File: config.mk
export PLATFORM = sky130hd
export DESIGN_NAME = patm_ctrl
export DESIGN_NICKNAME = d
export VERILOG_FILES = /design/src/rtl/core/polyphonic_adsr_tone_mixer_unit_macros.svh /design/src/rtl/core/patm_pkg.sv /design/src/rtl/core/patm_ctrl.sv
export SDC_FILE = /design/constraint.sdc
export NUM_CORES = 1
export LEC_CHECK = 0
export BUFFER_PORTS_ARGS = -buffer_cell sky130_fd_sc_hd__buf_2
export CAP_MARGIN = 20
export CORE_MARGIN = 2
export CORE_UTILIZATION = 45
export CTS_CLUSTER_DIAMETER = 30
export DETAILED_ROUTE_END_ITERATION = 7
export PLACE_DENSITY = 0.71
export SLEW_MARGIN = 30
export SYNTH_ARGS = -nofsm -noshare
export SYNTH_HDL_FRONTEND = slang
export SYNTH_SLANG_ARGS = --single-unit
File: constraint.sdc
create_clock -name clk -period 3.1 [get_ports clk]
set_input_delay 0.62 -clock clk [delete_from_list [all_inputs] [get_ports clk]]
set_output_delay 0.62 -clock clk [all_outputs]
set_load 0.02 [all_outputs]
File: src/rtl/core/polyphonic_adsr_tone_mixer_unit_macros.svh
// Assertion macros shared by the tone mixer RTL.
// Expects clk and rst_n in scope at the point of use.
`ifndef POLYPHONIC_ADSR_TONE_MIXER_UNIT_MACROS_SVH
`define POLYPHONIC_ADSR_TONE_MIXER_UNIT_MACROS_SVH
`ifndef NO_ASSERTIONS
`define PATM_ASSERT_HOLD(lbl, cond, msg) \
    lbl: assert property (@(posedge clk) disable iff (!rst_n) (cond)) else $error(msg);
`define PATM_ASSERT_IMPL(lbl, ante, cons, msg) \
    lbl: assert property (@(posedge clk) disable iff (!rst_n) (ante) |-> (cons)) else $error(msg);
`define PATM_ASSERT_NEXT(lbl, ante, cons, msg) \
    lbl: assert property (@(posedge clk) disable iff (!rst_n) (ante) |=> (cons)) else $error(msg);
`else
`define PATM_ASSERT_HOLD(lbl, cond, msg)
`define PATM_ASSERT_IMPL(lbl, ante, cons, msg)
`define PATM_ASSERT_NEXT(lbl, ante, cons, msg)
`endif
`endif

File: src/rtl/core/patm_pkg.sv
// Shared types and constants of the tone mixer: note ROMs, sine polynomial,
// controller/datapath command and status structs. No dependencies.
`default_nettype none
package patm_pkg;

    localparam logic [5:0] NOTE_LAST = 6'd62;
    localparam logic [19:0] AGE_MAX = 20'hFFFFF;
    localparam int AMP_TAB_W = 21;
    localparam int AMP_W = 14;
    localparam int MB_W = 15;
    localparam logic [20:0] VOICE_GAIN = 21'd2200;
    localparam logic [63:0] RATE_MHZ = 64'd44100000;
    localparam logic [63:0] RATE_MHZ_HALF = 64'd22050000;

    localparam logic [14:0] SIN_A = 15'd25736;
    localparam logic [14:0] SIN_B = 15'd10512;
    localparam logic [14:0] SIN_C = 15'd1160;
    localparam logic [14:0] Z_ONE = 15'd16384;
    localparam logic [8:0] ENV_HOLD = 9'd256;
    localparam logic [8:0] ENV_PEAK = 9'd384;

    localparam logic MODE_TICK = 1'b1;

    // entry 63 mirrors entry 0
    localparam logic [19:0] NOTE_MHZ [64] = '{
        20'd27500, 20'd29135, 20'd30868, 20'd32703, 20'd34648, 20'd36708, 20'd38891,
        20'd41203, 20'd43654, 20'd46249, 20'd48999, 20'd51913, 20'd55000, 20'd58270,
        20'd61735, 20'd65406, 20'd69296, 20'd73416, 20'd77782, 20'd82407, 20'd87307,
        20'd92499, 20'd97999, 20'd103826, 20'd110000, 20'd116541, 20'd123471,
        20'd130813, 20'd138591, 20'd146832, 20'd155563, 20'd164814, 20'd174614,
        20'd184997, 20'd195998, 20'd207652, 20'd220000, 20'd233082, 20'd246942,
        20'd261626, 20'd277183, 20'd293665, 20'd311127, 20'd329628, 20'd349228,
        20'd369994, 20'd391995, 20'd415305, 20'd440000, 20'd466164, 20'd493883,
        20'd523251, 20'd554365, 20'd587330, 20'd622254, 20'd659255, 20'd698456,
        20'd739989, 20'd783991, 20'd830609, 20'd880000, 20'd932328, 20'd987767,
        20'd27500
    };

    localparam logic [8:0] NOTE_VOL [64] = '{
        9'd509, 9'd495, 9'd482, 9'd469, 9'd457, 9'd446, 9'd435, 9'd425, 9'd416, 9'd407,
        9'd398, 9'd390, 9'd383, 9'd376, 9'd369, 9'd363, 9'd357, 9'd351, 9'd346, 9'd341,
        9'd336, 9'd331, 9'd327, 9'd323, 9'd319, 9'd316, 9'd312, 9'd309, 9'd306, 9'd303,
        9'd301, 9'd298, 9'd296, 9'd294, 9'd292, 9'd290, 9'd288, 9'd286, 9'd284, 9'd283,
        9'd281, 9'd280, 9'd278, 9'd277, 9'd276, 9'd275, 9'd274, 9'd273, 9'd272, 9'd271,
        9'd270, 9'd269, 9'd269, 9'd268, 9'd267, 9'd267, 9'd266, 9'd265, 9'd265, 9'd264,
        9'd264, 9'd263, 9'd263, 9'd509
    };

    typedef enum logic [1:0] {
        WAVE_SINE   = 2'd0,
        WAVE_SQUARE = 2'd1,
        WAVE_TRI    = 2'd2,
        WAVE_SILENT = 2'd3
    } wave_t;

    typedef enum logic [2:0] {
        MS_NONE = 3'd0,
        MS_AMP  = 3'd1,
        MS_ZZ   = 3'd2,
        MS_C    = 3'd3,
        MS_IN   = 3'd4,
        MS_PO   = 3'd5,
        MS_SA   = 3'd6,
        MS_TRI  = 3'd7
    } mul_sel_t;

    typedef struct packed {
        logic     latch_in;
        logic     trig_calc;
        logic     trig_write;
        logic     tick_start;
        logic     rd;
        logic     eval;
        logic     div_step;
        logic     amp_latch;
        mul_sel_t mul_sel;
        logic     acc;
        logic     next_voice;
        logic     out_load;
    } dp_cmd_t;

    typedef struct packed {
        logic  is_tick;
        logic  active;
        logic  need_div;
        logic  div_done;
        logic  last_voice;
        wave_t wave;
        logic  out_room;
    } dp_stat_t;

endpackage
`default_nettype wire

File: src/rtl/core/patm_ctrl.sv
// Sequencer of the tone mixer: walks triggers and the per-voice tick loop.
// Depends on patm_pkg; drives patm_dp through dp_cmd_t.
`default_nettype none
module patm_ctrl (
    input  logic               clk,
    input  logic               rst_n,
    input  logic               s_tvalid,
    output logic               s_tready,
    input  patm_pkg::dp_stat_t stat,
    output patm_pkg::dp_cmd_t  cmd
);
    import patm_pkg::*;

    typedef enum logic [16:0] {
        ST_IDLE    = 17'b00000000000000001,
        ST_DECODE  = 17'b00000000000000010,
        ST_TCALC   = 17'b00000000000000100,
        ST_TWRITE  = 17'b00000000000001000,
        ST_RD      = 17'b00000000000010000,
        ST_EVAL    = 17'b00000000000100000,
        ST_DIV     = 17'b00000000001000000,
        ST_AMP     = 17'b00000000010000000,
        ST_AMPL    = 17'b00000000100000000,
        ST_SIN_ZZ  = 17'b00000001000000000,
        ST_SIN_C   = 17'b00000010000000000,
        ST_SIN_IN  = 17'b00000100000000000,
        ST_SIN_PO  = 17'b00001000000000000,
        ST_SIN_SA  = 17'b00010000000000000,
        ST_TRI     = 17'b00100000000000000,
        ST_ACC     = 17'b01000000000000000,
        ST_FIN     = 17'b10000000000000000
    } state_t;

    state_t state_reg, state_next;

    always_ff @(posedge clk or negedge rst_n)
    begin
        if (!rst_n)
        begin
            state_reg <= ST_IDLE;
        end
        else
        begin
            state_reg <= state_next;
        end
    end

    always_comb
    begin
        state_next = state_reg;
        cmd = '0;
        cmd.mul_sel = MS_NONE;
        s_tready = 1'b0;
        case (state_reg)
            ST_IDLE:
            begin
                s_tready = 1'b1;
                if (s_tvalid)
                begin
                    cmd.latch_in = 1'b1;
                    state_next = ST_DECODE;
                end
            end
            ST_DECODE:
            begin
                if (stat.is_tick)
                begin
                    cmd.tick_start = 1'b1;
                    state_next = ST_RD;
                end
                else
                begin
                    state_next = ST_TCALC;
                end
            end
            ST_TCALC:
            begin
                cmd.trig_calc = 1'b1;
                state_next = ST_TWRITE;
            end
            ST_TWRITE:
            begin
                cmd.trig_write = 1'b1;
                state_next = ST_IDLE;
            end
            ST_RD:
            begin
                cmd.rd = 1'b1;
                state_next = ST_EVAL;
            end
            ST_EVAL:
            begin
                cmd.eval = 1'b1;
                if (!stat.active)
                begin
                    cmd.next_voice = 1'b1;
                    state_next = stat.last_voice ? ST_FIN : ST_RD;
                end
                else if (stat.wave == WAVE_SILENT)
                begin
                    state_next = ST_ACC;
                end
                else if (stat.need_div)
                begin
                    state_next = ST_DIV;
                end
                else
                begin
                    state_next = ST_AMP;
                end
            end
            ST_DIV:
            begin
                cmd.div_step = 1'b1;
                if (stat.div_done)
                begin
                    state_next = ST_AMP;
                end
            end
            ST_AMP:
            begin
                cmd.mul_sel = MS_AMP;
                state_next = ST_AMPL;
            end
            ST_AMPL:
            begin
                cmd.amp_latch = 1'b1;
                case (stat.wave)
                    WAVE_SINE: state_next = ST_SIN_ZZ;
                    WAVE_TRI:  state_next = ST_TRI;
                    default:   state_next = ST_ACC;
                endcase
            end
            ST_SIN_ZZ:
            begin
                cmd.mul_sel = MS_ZZ;
                state_next = ST_SIN_C;
            end
            ST_SIN_C:
            begin
                cmd.mul_sel = MS_C;
                state_next = ST_SIN_IN;
            end
            ST_SIN_IN:
            begin
                cmd.mul_sel = MS_IN;
                state_next = ST_SIN_PO;
            end
            ST_SIN_PO:
            begin
                cmd.mul_sel = MS_PO;
                state_next = ST_SIN_SA;
            end
            ST_SIN_SA:
            begin
                cmd.mul_sel = MS_SA;
                state_next = ST_ACC;
            end
            ST_TRI:
            begin
                cmd.mul_sel = MS_TRI;
                state_next = ST_ACC;
            end
            ST_ACC:
            begin
                cmd.acc = 1'b1;
                cmd.next_voice = 1'b1;
                state_next = stat.last_voice ? ST_FIN : ST_RD;
            end
            ST_FIN:
            begin
                if (stat.out_room)
                begin
                    cmd.out_load = 1'b1;
                    state_next = ST_IDLE;
                end
            end
            default:
            begin
                state_next = ST_IDLE;
            end
        endcase
    end

endmodule
`default_nettype wire

==> metrics, run 1 <==
status=complete, no violations; critical path cell sequence=or4_4, or4_4, nor3b_4, and2_4, buf_6; post-layout min period=a little over 3 ns; Net Switching=about 270 µW; vias in the first global route=between 900 and 1,000; Post-Syn Nets=between 100 and 150; most frequent cells in the layout=buf_2, dfrtp_1, buf_4, inv_1, nor2_1; VDD IR-drop max=approximately 0.35 mV; Fillers=between 150 and 200; top_reg_cell synth=dfrtp_1; first-pass GRT wire length=about 4200 µm; RR Endpoint=state_reg[0]; ant diodes=0; mapped cell area=0.001037 mm²; Logic pwr share=0.473; initial core utilization=0.4734; final std cell area, no fill=roughly 0.0013 mm²; DP Area=~0.0012 mm²; GRT overflow=0; Cell Pwr Density=approximately 550 mW/mm²; final WL=roughly 2600 µm; Clock Power Share=0.170; ratio of cells with drive above 1 in the final layout=0.4041; sequential share of the synthesized area=0.4113; Post-synth EDFFs=0; CTS Root Cell=clkbuf_4; Worst-Skew Late Latency=0.30 ns; Distinct cells, synth=42; Reg power frac=0.358; TritonRoute pass-1 iters=4; worst-margin pin slew=0.4767 ns; Max Clk Rate=about 330 MHz; final setup fails=0; Worst setup EP type=primary output; Largest register FFs=17; CP max-delay cell=or4_4; Buf/Inv on CP=1; core box area=0.002191 mm²; switch share=0.3700; P&R area growth vs syn=28.83%; Slew HR=0.6793; Multi-input gate area=between 500 and 600 µm²; CTS H-tree lvls=1; via count=slightly above 1,000; CP arrival=2.42 ns; register area=between 400 and 500 µm²; largest net degree at the start of global routing=18; initial antenna violation count=0; RSZ-0062 raised after global routing=yes; Die Ht=~52 µm; static leakage=a little over 0.7 nW; crit path max fanout=7; commonest non-fill, non-tap cell in the layout=buf_2; number of nets with antenna violations after routing=0; worst r2r src=state_reg[15]; max-cap violations=0; Nets=about 160; total global-route track usage=0.2142; reg2reg setup slack=between 0.8 and 0.9 ns; Mean Syn Cell Area=roughly 9.4 µm²; Pint=about 460 µW; Util after Layout=0.6099; final max-slew violation count=0; Seq cells post-synth=17; Clock Tree Buf Depth=2; CTS tree=built; CTS Buf Count=3; critical path class=reg2out; Min-Delay Path Class=in2async; CP max stage delay=about 0.60 ns; DRC=0; crit-path leading delay family=simple AND/OR/NAND/NOR gates; Final Cycle Share=0.9811; row cnt=17; width of the chip=52.01 µm; Cells after Synth=between 100 and 150; final clock skew=approximately 0.013 ns; port bufs=25; asr flop ratio synth=1.000; CP Launch Type=flip-flop; Ports=26; Worst Hold Slack=between 0.2 and 0.25 ns; Vias/cell=5.833; Worst EP required=about 2.5 ns; most frequent cell on the critical path=or4_4; clock slew at reported path FFs=~0.11 ns; total number of yosys warnings=0; First DRT Iteration DRCs=16; WL/cell=15.16 µm; Final Hold Fails=0; die footprint=around 0.0027 mm²; Post-DP HPWL=1859 µm; Worst R2R Path Depth=6; Sink Count=17; gpl congestion=between 0.8 and 0.9
-- power by group through the flow --
stage	Sequential (mW)	Clock, mW	Combinational, mW
final	0.261	0.124	0.345
after CTS	0.263	0.126	0.296
after detailed placement	0.266	0	0.253
after floorplan	0.260	0	0.193
after global routing	0.263	0.142	0.372
after global placement	0.265	0	0.247
-- cells in the mapped netlist, types with 2 or more instances --
master	n	area share
nand2_1	3	0.011
nor4b_1	2	0.017
nor3b_2	2	0.024
or2_2	2	0.012
buf_2	2	0.0097
inv_1	11	0.040
o22ai_1	3	0.018
xnor2_1	3	0.025
dfrtp_1	16	0.39
nor2_1	9	0.033
o21ai_0	2	0.0097
or3_1	3	0.018
nor4_1	6	0.036
or4_4	3	0.033
or4_1	5	0.036
nand3_1	5	0.024
and3b_1	4	0.034
o41ai_1	2	0.017
and2_1	3	0.018
o21ai_1	2	0.0097
-- per-layer routing --
metal / vias up / GRT usage / routed length (µm)
met5: - / 0 / 0
met4: 0 / 0.1140 / 67
met3: 9 / 0.04023 / 177
met2: 47 / 0.3523 / 1332
met1: 479 / 0.2633 / 1061
li1: 480 / - / -
-- worst max-delay path by stage --
stage                       start       to  slack (ns)  depth (start not counted)
global placement    state_reg[16]  cmd[13]        0.32                          5
CTS                 state_reg[13]   cmd[4]       0.007                          4
global route        state_reg[15]  cmd[13]       -0.03                          5
detailed placement  state_reg[13]  cmd[13]        0.23                          5
floorplan           state_reg[13]   cmd[4]        0.09                          4
finish              state_reg[15]  cmd[13]        0.06                          5
-- stage by stage --
step                      total power [mW]  setup TNS (ns)  setup slack, ns  cells
after floorplan                     0.4528               0          0.09217    110
after global placement              0.5124               0           0.3151    161
after detailed placement            0.5190               0           0.2309    161
after CTS                           0.6853               0         0.006956    166
after global routing                0.7776        -0.06650         -0.02740    174
final                               0.7299               0          0.05860    174
-- cell families after synthesis --
family / Yosys count / synth area share
flip-flops: 17 / 0.4113
buffers and inverters: 15 / 0.06031
AO/OA/AOI/OAI: 15 / 0.09893
XOR/XNOR: 4 / 0.03378
AND/OR/NAND/NOR: 59 / 0.3957
-- layout make-up --
cell class	instances	area share
multi-input combinational	78	0.4363
sequential	17	0.3221
timing repair buffer	36	0.1620
inverter	11	0.03090
tap	28	0.02622
clock buffer	3	0.01685
clock inverter	1	0.005618
-- repair_timing --
item / 4_1_cts / 5_1_grt
pin swaps: 1 / 4
gates resized for setup: 7 / 6
hold buffers: 0 / 0
setup buffers: 1 / 8
setup endpoints to repair: 5 / 4
Power figures use the tool's default switching activity.
==> run 2: changes to the inputs <==
CORE_ASPECT_RATIO = 1.75   (was default)
SLEW_MARGIN = default   (was 30)
==> run 2 against run 1 <==
  * Sequential power up 2%
  * Non-clock buffer count down 4
  * Clock skew down 0.0095 ns
  * Sequential share of layout area up 0.96 points
  * Flip-flop and latch count unchanged
  * Wire length up 1.5%
  * Critical path depth unchanged
  * Clock power up 39%
  * Largest cell class unchanged
  * Largest power group unchanged
==> metrics, run 2 (synthesized netlist as in run 1, its figures left out) <==
status=complete, no violations; initial antenna violation count=0 (unchanged); total power=733.5 µW (+0.49%); First DRT Iteration DRCs=23 (+7); routing usage on met3=0.03947 (-0.0007562); busiest grt layer=met2; gpl congestion=0.8516 (-2.0%); M1 GR Usage=0.2102 (-0.05306); commonest non-fill, non-tap cell in the layout=buf_2; final clock skew=0.003598 ns (-0.009518 ns); CTS Buf Count=3 (unchanged); Worst EP required=2.48 ns (about the same); RSZ-0062 raised after global routing=no; static leakage=0.6948 nW (-3.0%); worst-margin pin slew=0.5491 ns (+0.07243 ns); core box area=0.002245 mm² (+2.5%); max-cap violations=0 (unchanged); GRT overflow=0 (unchanged); register area=427.9 µm² (-0.58%); initial core utilization=0.4621 (-0.01135); P&R area growth vs syn=24.37%; CTS Root Cell=clkbuf_8; DRC=0 (unchanged); Multi-input gate area=566.8 µm² (-2.8%); TritonRoute pass-1 iters=4 (unchanged); critical path class=reg2out; Nets=154 (-2.5%); largest net degree at the start of global routing=18 (unchanged); Worst R2R Path Depth=6 (unchanged); final WL=2678 µm (+1.5%); Cell Pwr Density=568.6 mW/mm² (+4.1%); VDD IR-drop max=0.4304 mV (+22%); WL/cell=16.04 µm (+5.8%); Min-Delay Path Class=in2async; via count=1,008 (-0.69%); post-layout min period=3.017 ns (-0.02416 ns); ratio of cells with drive above 1 in the final layout=0.3451 (-0.05904); Fillers=212 (+14%); ant diodes=0 (unchanged); Clock Tree Buf Depth=2 (unchanged); most frequent cells in the layout=buf_2, dfrtp_1, inv_1, nor2_1, buf_4; first-pass GRT wire length=4174 µm (-1.1%); Slew HR=0.6305 (-0.04873); width of the chip=40.29 µm (-23%); Die Ht=67.51 µm (+30%); Ports=26 (unchanged); CTS tree=built; Post-DP HPWL=2045 µm (+10%); CP arrival=2.40 ns (-0.02 ns); Final Cycle Share=0.9733 (-0.007794); CTS H-tree lvls=1 (unchanged); Worst setup EP type=primary output; total global-route track usage=0.2270 (+0.01280); Sink Count=17 (unchanged); Vias/cell=6.036 (+3.5%); final setup fails=0 (unchanged); M2 GR Usage=0.4133 (+0.06099); die footprint=0.002720 mm² (+0.55%); row cnt=23 (+6); Worst-Skew Late Latency=0.26 ns (-0.04 ns); number of nets with antenna violations after routing=0 (unchanged); CP Launch Type=flip-flop; Max Clk Rate=331.4 MHz (+0.80%); vias in the first global route=995 (+3.9%); Final Hold Fails=0 (unchanged); final max-slew violation count=0 (unchanged); crit path max fanout=6 (-1); Largest register FFs=17 (unchanged); clock slew at reported path FFs=0.07 ns (-0.04 ns); Util after Layout=0.5747 (-0.03524); port bufs=25 (unchanged)
## run 2: cell types whose count changed in the layout (fill, tap and decap cells not counted), sizes merged
cell      change
buf           -4
clkbuf        +1
clkinvlp      -1
## run 2: final cells by class
| cell class | count | share of cell area |
|---|---|---|
| multi-input combinational | 78 | 0.4394 |
| tap | 25 | 0.02425 |
| timing repair buffer | 32 | 0.1377 |
| inverter | 11 | 0.03201 |
| sequential | 17 | 0.3317 |
| clock buffer | 4 | 0.03492 |
## run 2: layer usage
metal  part of all wire  wire length [µm]
met1               0.34               922
met2               0.57              1529
met3              0.033                89
met4              0.051               136
met5                  0                 0
## run 2: power breakdown
part	switching [mW]	internal (mW)	total [mW]
clock network	0.0808	0.0915	0.172
logic	0.163	0.133	0.296
registers	0.0204	0.245	0.265
total	0.264	0.469	0.733
## run 2: stage by stage
stage               hold WS [ns]  setup WS [ns]  instance area [µm²]  cells   TNS (ns)
global placement          0.5448         0.3012                 1202    160          0
detailed placement        0.5696         0.2408                 1202    160          0
floorplan                 0.3244        0.09217                 1037    110          0
CTS                       0.2966      -0.002727                 1257    164  -0.002727
finish                    0.2779        0.08276                 1290    167          0
global route              0.3181       0.009603                 1290    167          0
## run 2: final timing paths
| check | from | to | slack (ns) |
|---|---|---|---|
| worst max-delay path | state_reg[16] | cmd[13] | 0.08 |
| worst min-delay path | rst_n | state_reg[10] | 0.28 |
| worst max register to register | state_reg[16] | state_reg[15] | 0.82 |
| worst min register to register | state_reg[13] | state_reg[13] | 0.54 |
| max in group asynchronous | rst_n | state_reg[0] | 2.50 |
| min in group clk | stat[7] | state_reg[2] | 0.52 |
## run 2: worst max-delay path: stages (launching register included)
cell     delay, ns
dfrtp_1       0.41
or4_4         0.59
or4_4         0.58
nor3b_4       0.25
and2_1        0.15
buf_2         0.15
## run 2: repair_timing
item,in CTS,in global routing
gates resized for setup,2,3
buffers inserted,0,3
hold buffers,0,0
pin swaps,0,1
endpoints found under the setup margin,3,7
==> run 3: changes to the inputs <==
PLACE_DENSITY = 0.66   (was 0.71)
==> run 3 against run 2 <==
  * Worst hold slack improved by 0.0052 ns
  * Global-route usage increased by 0.13 points
  * Largest cell class unchanged
  * Largest power group unchanged
  * Sequential power about the same
  * Combinational power is 8.1% higher
  * Count of clock-buffer cells in the layout unchanged
==> metrics, run 3 (synthesized netlist as in run 1, its figures left out) <==
post-layout min period=3.055 ns (+0.03730 ns); Final Hold Fails=0 (unchanged); Sink Count=17 (unchanged); initial core utilization=0.4621 (unchanged); VDD IR-drop max=0.4265 mV (-0.92%); CTS tree=built; crit-path leading delay family=simple AND/OR/NAND/NOR gates; Slew HR=0.6463 (+0.01579); Worst Hold Slack=0.2831 ns (+0.005182 ns); via count=985 (-2.3%); first-pass GRT wire length=4133 µm (-0.98%); CP max-delay cell=or4_4; Logic pwr share=0.425 (+0.021); Clock Power Share=0.223 (-0.012); M2 GR Usage=0.4113 (-0.002016); Reg power frac=0.352 (-0.009); initial antenna violation count=0 (unchanged); final max-slew violation count=0 (unchanged); cell count after placement=158 (-1.3%); Ports=26 (unchanged); Clock Tree Buf Depth=2 (unchanged); die footprint=0.002720 mm² (unchanged); vias in the first global route=967 (-2.8%); clock slew at reported path FFs=0.07 ns (about the same); most frequent cells in the layout=buf_2, dfrtp_1, inv_1, nor2_1, buf_4; total global-route track usage=0.2282 (+0.001289); CP arrival=2.43 ns (+0.03 ns); DRC=0 (unchanged); Net Switching=271.8 µW (+2.9%); Final Cycle Share=0.9853 (+0.01203); Buf/Inv on CP=1 (unchanged); Largest register FFs=17 (unchanged); setup TNS=0 ns (unchanged); width of the chip=40.29 µm (unchanged); Pint=480.1 µW (+2.3%); CTS Buf Count=3 (unchanged); CTS Root Cell=clkbuf_8; Vias/cell=5.898 (-2.3%); critical path cell sequence=or4_4, or4_4, nor4b_4, buf_4; most frequent cell on the critical path=or4_4; commonest non-fill, non-tap cell in the layout=buf_2; critical path class=reg2out; final WL=2798 µm (+4.5%); core box area=0.002245 mm² (unchanged); number of nets with antenna violations after routing=0 (unchanged); max-cap violations=0 (unchanged); row cnt=23 (unchanged); switch share=0.3615 (+0.001498); Worst setup EP type=primary output; non-filler cells, final=167 (unchanged); Max Clk Rate=327.4 MHz (-1.2%); Post-DP HPWL=2112 µm (+3.3%); CTS H-tree lvls=1 (unchanged); P&R area growth vs syn=27.02%; gpl congestion=0.8324 (-2.3%); ant diodes=0 (unchanged); Die Ht=67.51 µm (unchanged); largest net degree at the start of global routing=18 (unchanged); WL/cell=16.75 µm (+4.5%); final clock skew=0.004458 ns (+0.0008593 ns); GRT overflow=0 (unchanged); CP max stage delay=0.57 ns (-0.02 ns); ratio of cells with drive above 1 in the final layout=0.3732 (+0.02817); Nets=154 (unchanged); port bufs=25 (unchanged); static leakage=0.7018 nW (+1.0%); status=complete, no violations; busiest grt layer=met2; Cell Pwr Density=570.7 mW/mm² (+0.37%); final setup fails=0 (unchanged); Min-Delay Path Class=in2async; worst-margin pin slew=0.5257 ns (-0.02347 ns); First DRT Iteration DRCs=30 (+30%); Worst EP required=2.48 ns (about the same); Worst-Skew Late Latency=0.25 ns (about the same); CP Launch Type=flip-flop; CTS Hold Bufs=0 (unchanged); TritonRoute pass-1 iters=4 (unchanged); crit path max fanout=6 (unchanged); M1 GR Usage=0.2272 (+0.01699); routing usage on met3=0.01974 (-0.01974)
-- run 3: metrics by stage --
step / utilization / power [mW] / area (µm²) / worst slack [ns]
final: 0.5870 / 0.7519 / 1318 / 0.04546
after global routing: 0.5870 / 0.7899 / 1318 / -0.002989
after CTS: 0.5580 / 0.7113 / 1252 / 0.01943
after detailed placement: 0.5290 / 0.5229 / 1187 / 0.2068
after global placement: 0.5290 / 0.5181 / 1187 / 0.2781
after floorplan: - / 0.4528 / 1037 / 0.09217
-- run 3: path summary, 6_finish.rpt --
path	startpoint	end	slack, ns	cells after the start
worst max-delay path	state_reg[12]	cmd[6]	0.05	4
worst min-delay path	rst_n	state_reg[15]	0.28	1
worst max register to register	state_reg[12]	state_reg[15]	0.73	6
worst min register to register	state_reg[13]	state_reg[13]	0.52	1
max in group asynchronous	rst_n	state_reg[0]	2.50	1
min in group clk	stat[7]	state_reg[2]	0.52	2
-- run 3: repair_timing --
action                                 4_1_cts  5_1_grt
gates resized for setup                      4        7
pin swaps                                    0        6
buffers inserted                             0        5
setup endpoints to repair                    4        4
endpoints found under the hold margin        0        0
-- run 3: metal layers --
layer	part of all wire	routed length [µm]
met5	0	0
met4	0.055	153
met3	0.048	135
met2	0.55	1549
met1	0.34	960
-- run 3: area by class of cell --
| cell class | instances | area, µm² |
|---|---|---|
| Tap cell | 25 | 31.28 |
| Inverter | 11 | 41.29 |
| Clock buffer | 4 | 45.04 |
| Fill cell | 209 | 927.1 |
| Multi-Input combinational cell | 78 | 589.3 |
| Timing Repair Buffer | 32 | 180.2 |
| Sequential cell | 17 | 430.4 |
-- run 3: power by group through the flow --
stage	Clock [mW]	Sequential, mW	Combinational (mW)
floorplan	0	0.260	0.193
detailed placement	0	0.267	0.256
finish	0.168	0.265	0.320
CTS	0.167	0.264	0.280
global placement	0	0.267	0.251
global route	0.176	0.268	0.347
-- run 3: worst register-to-register path, stage by stage, from the launching register on --
cell and delay (ns):
dfrtp_2 0.44, or4_4 0.57, or4_4 0.58, nor4b_4 0.39
buf_4 0.17, a31oi_1 0.04, o21ai_1 0.12
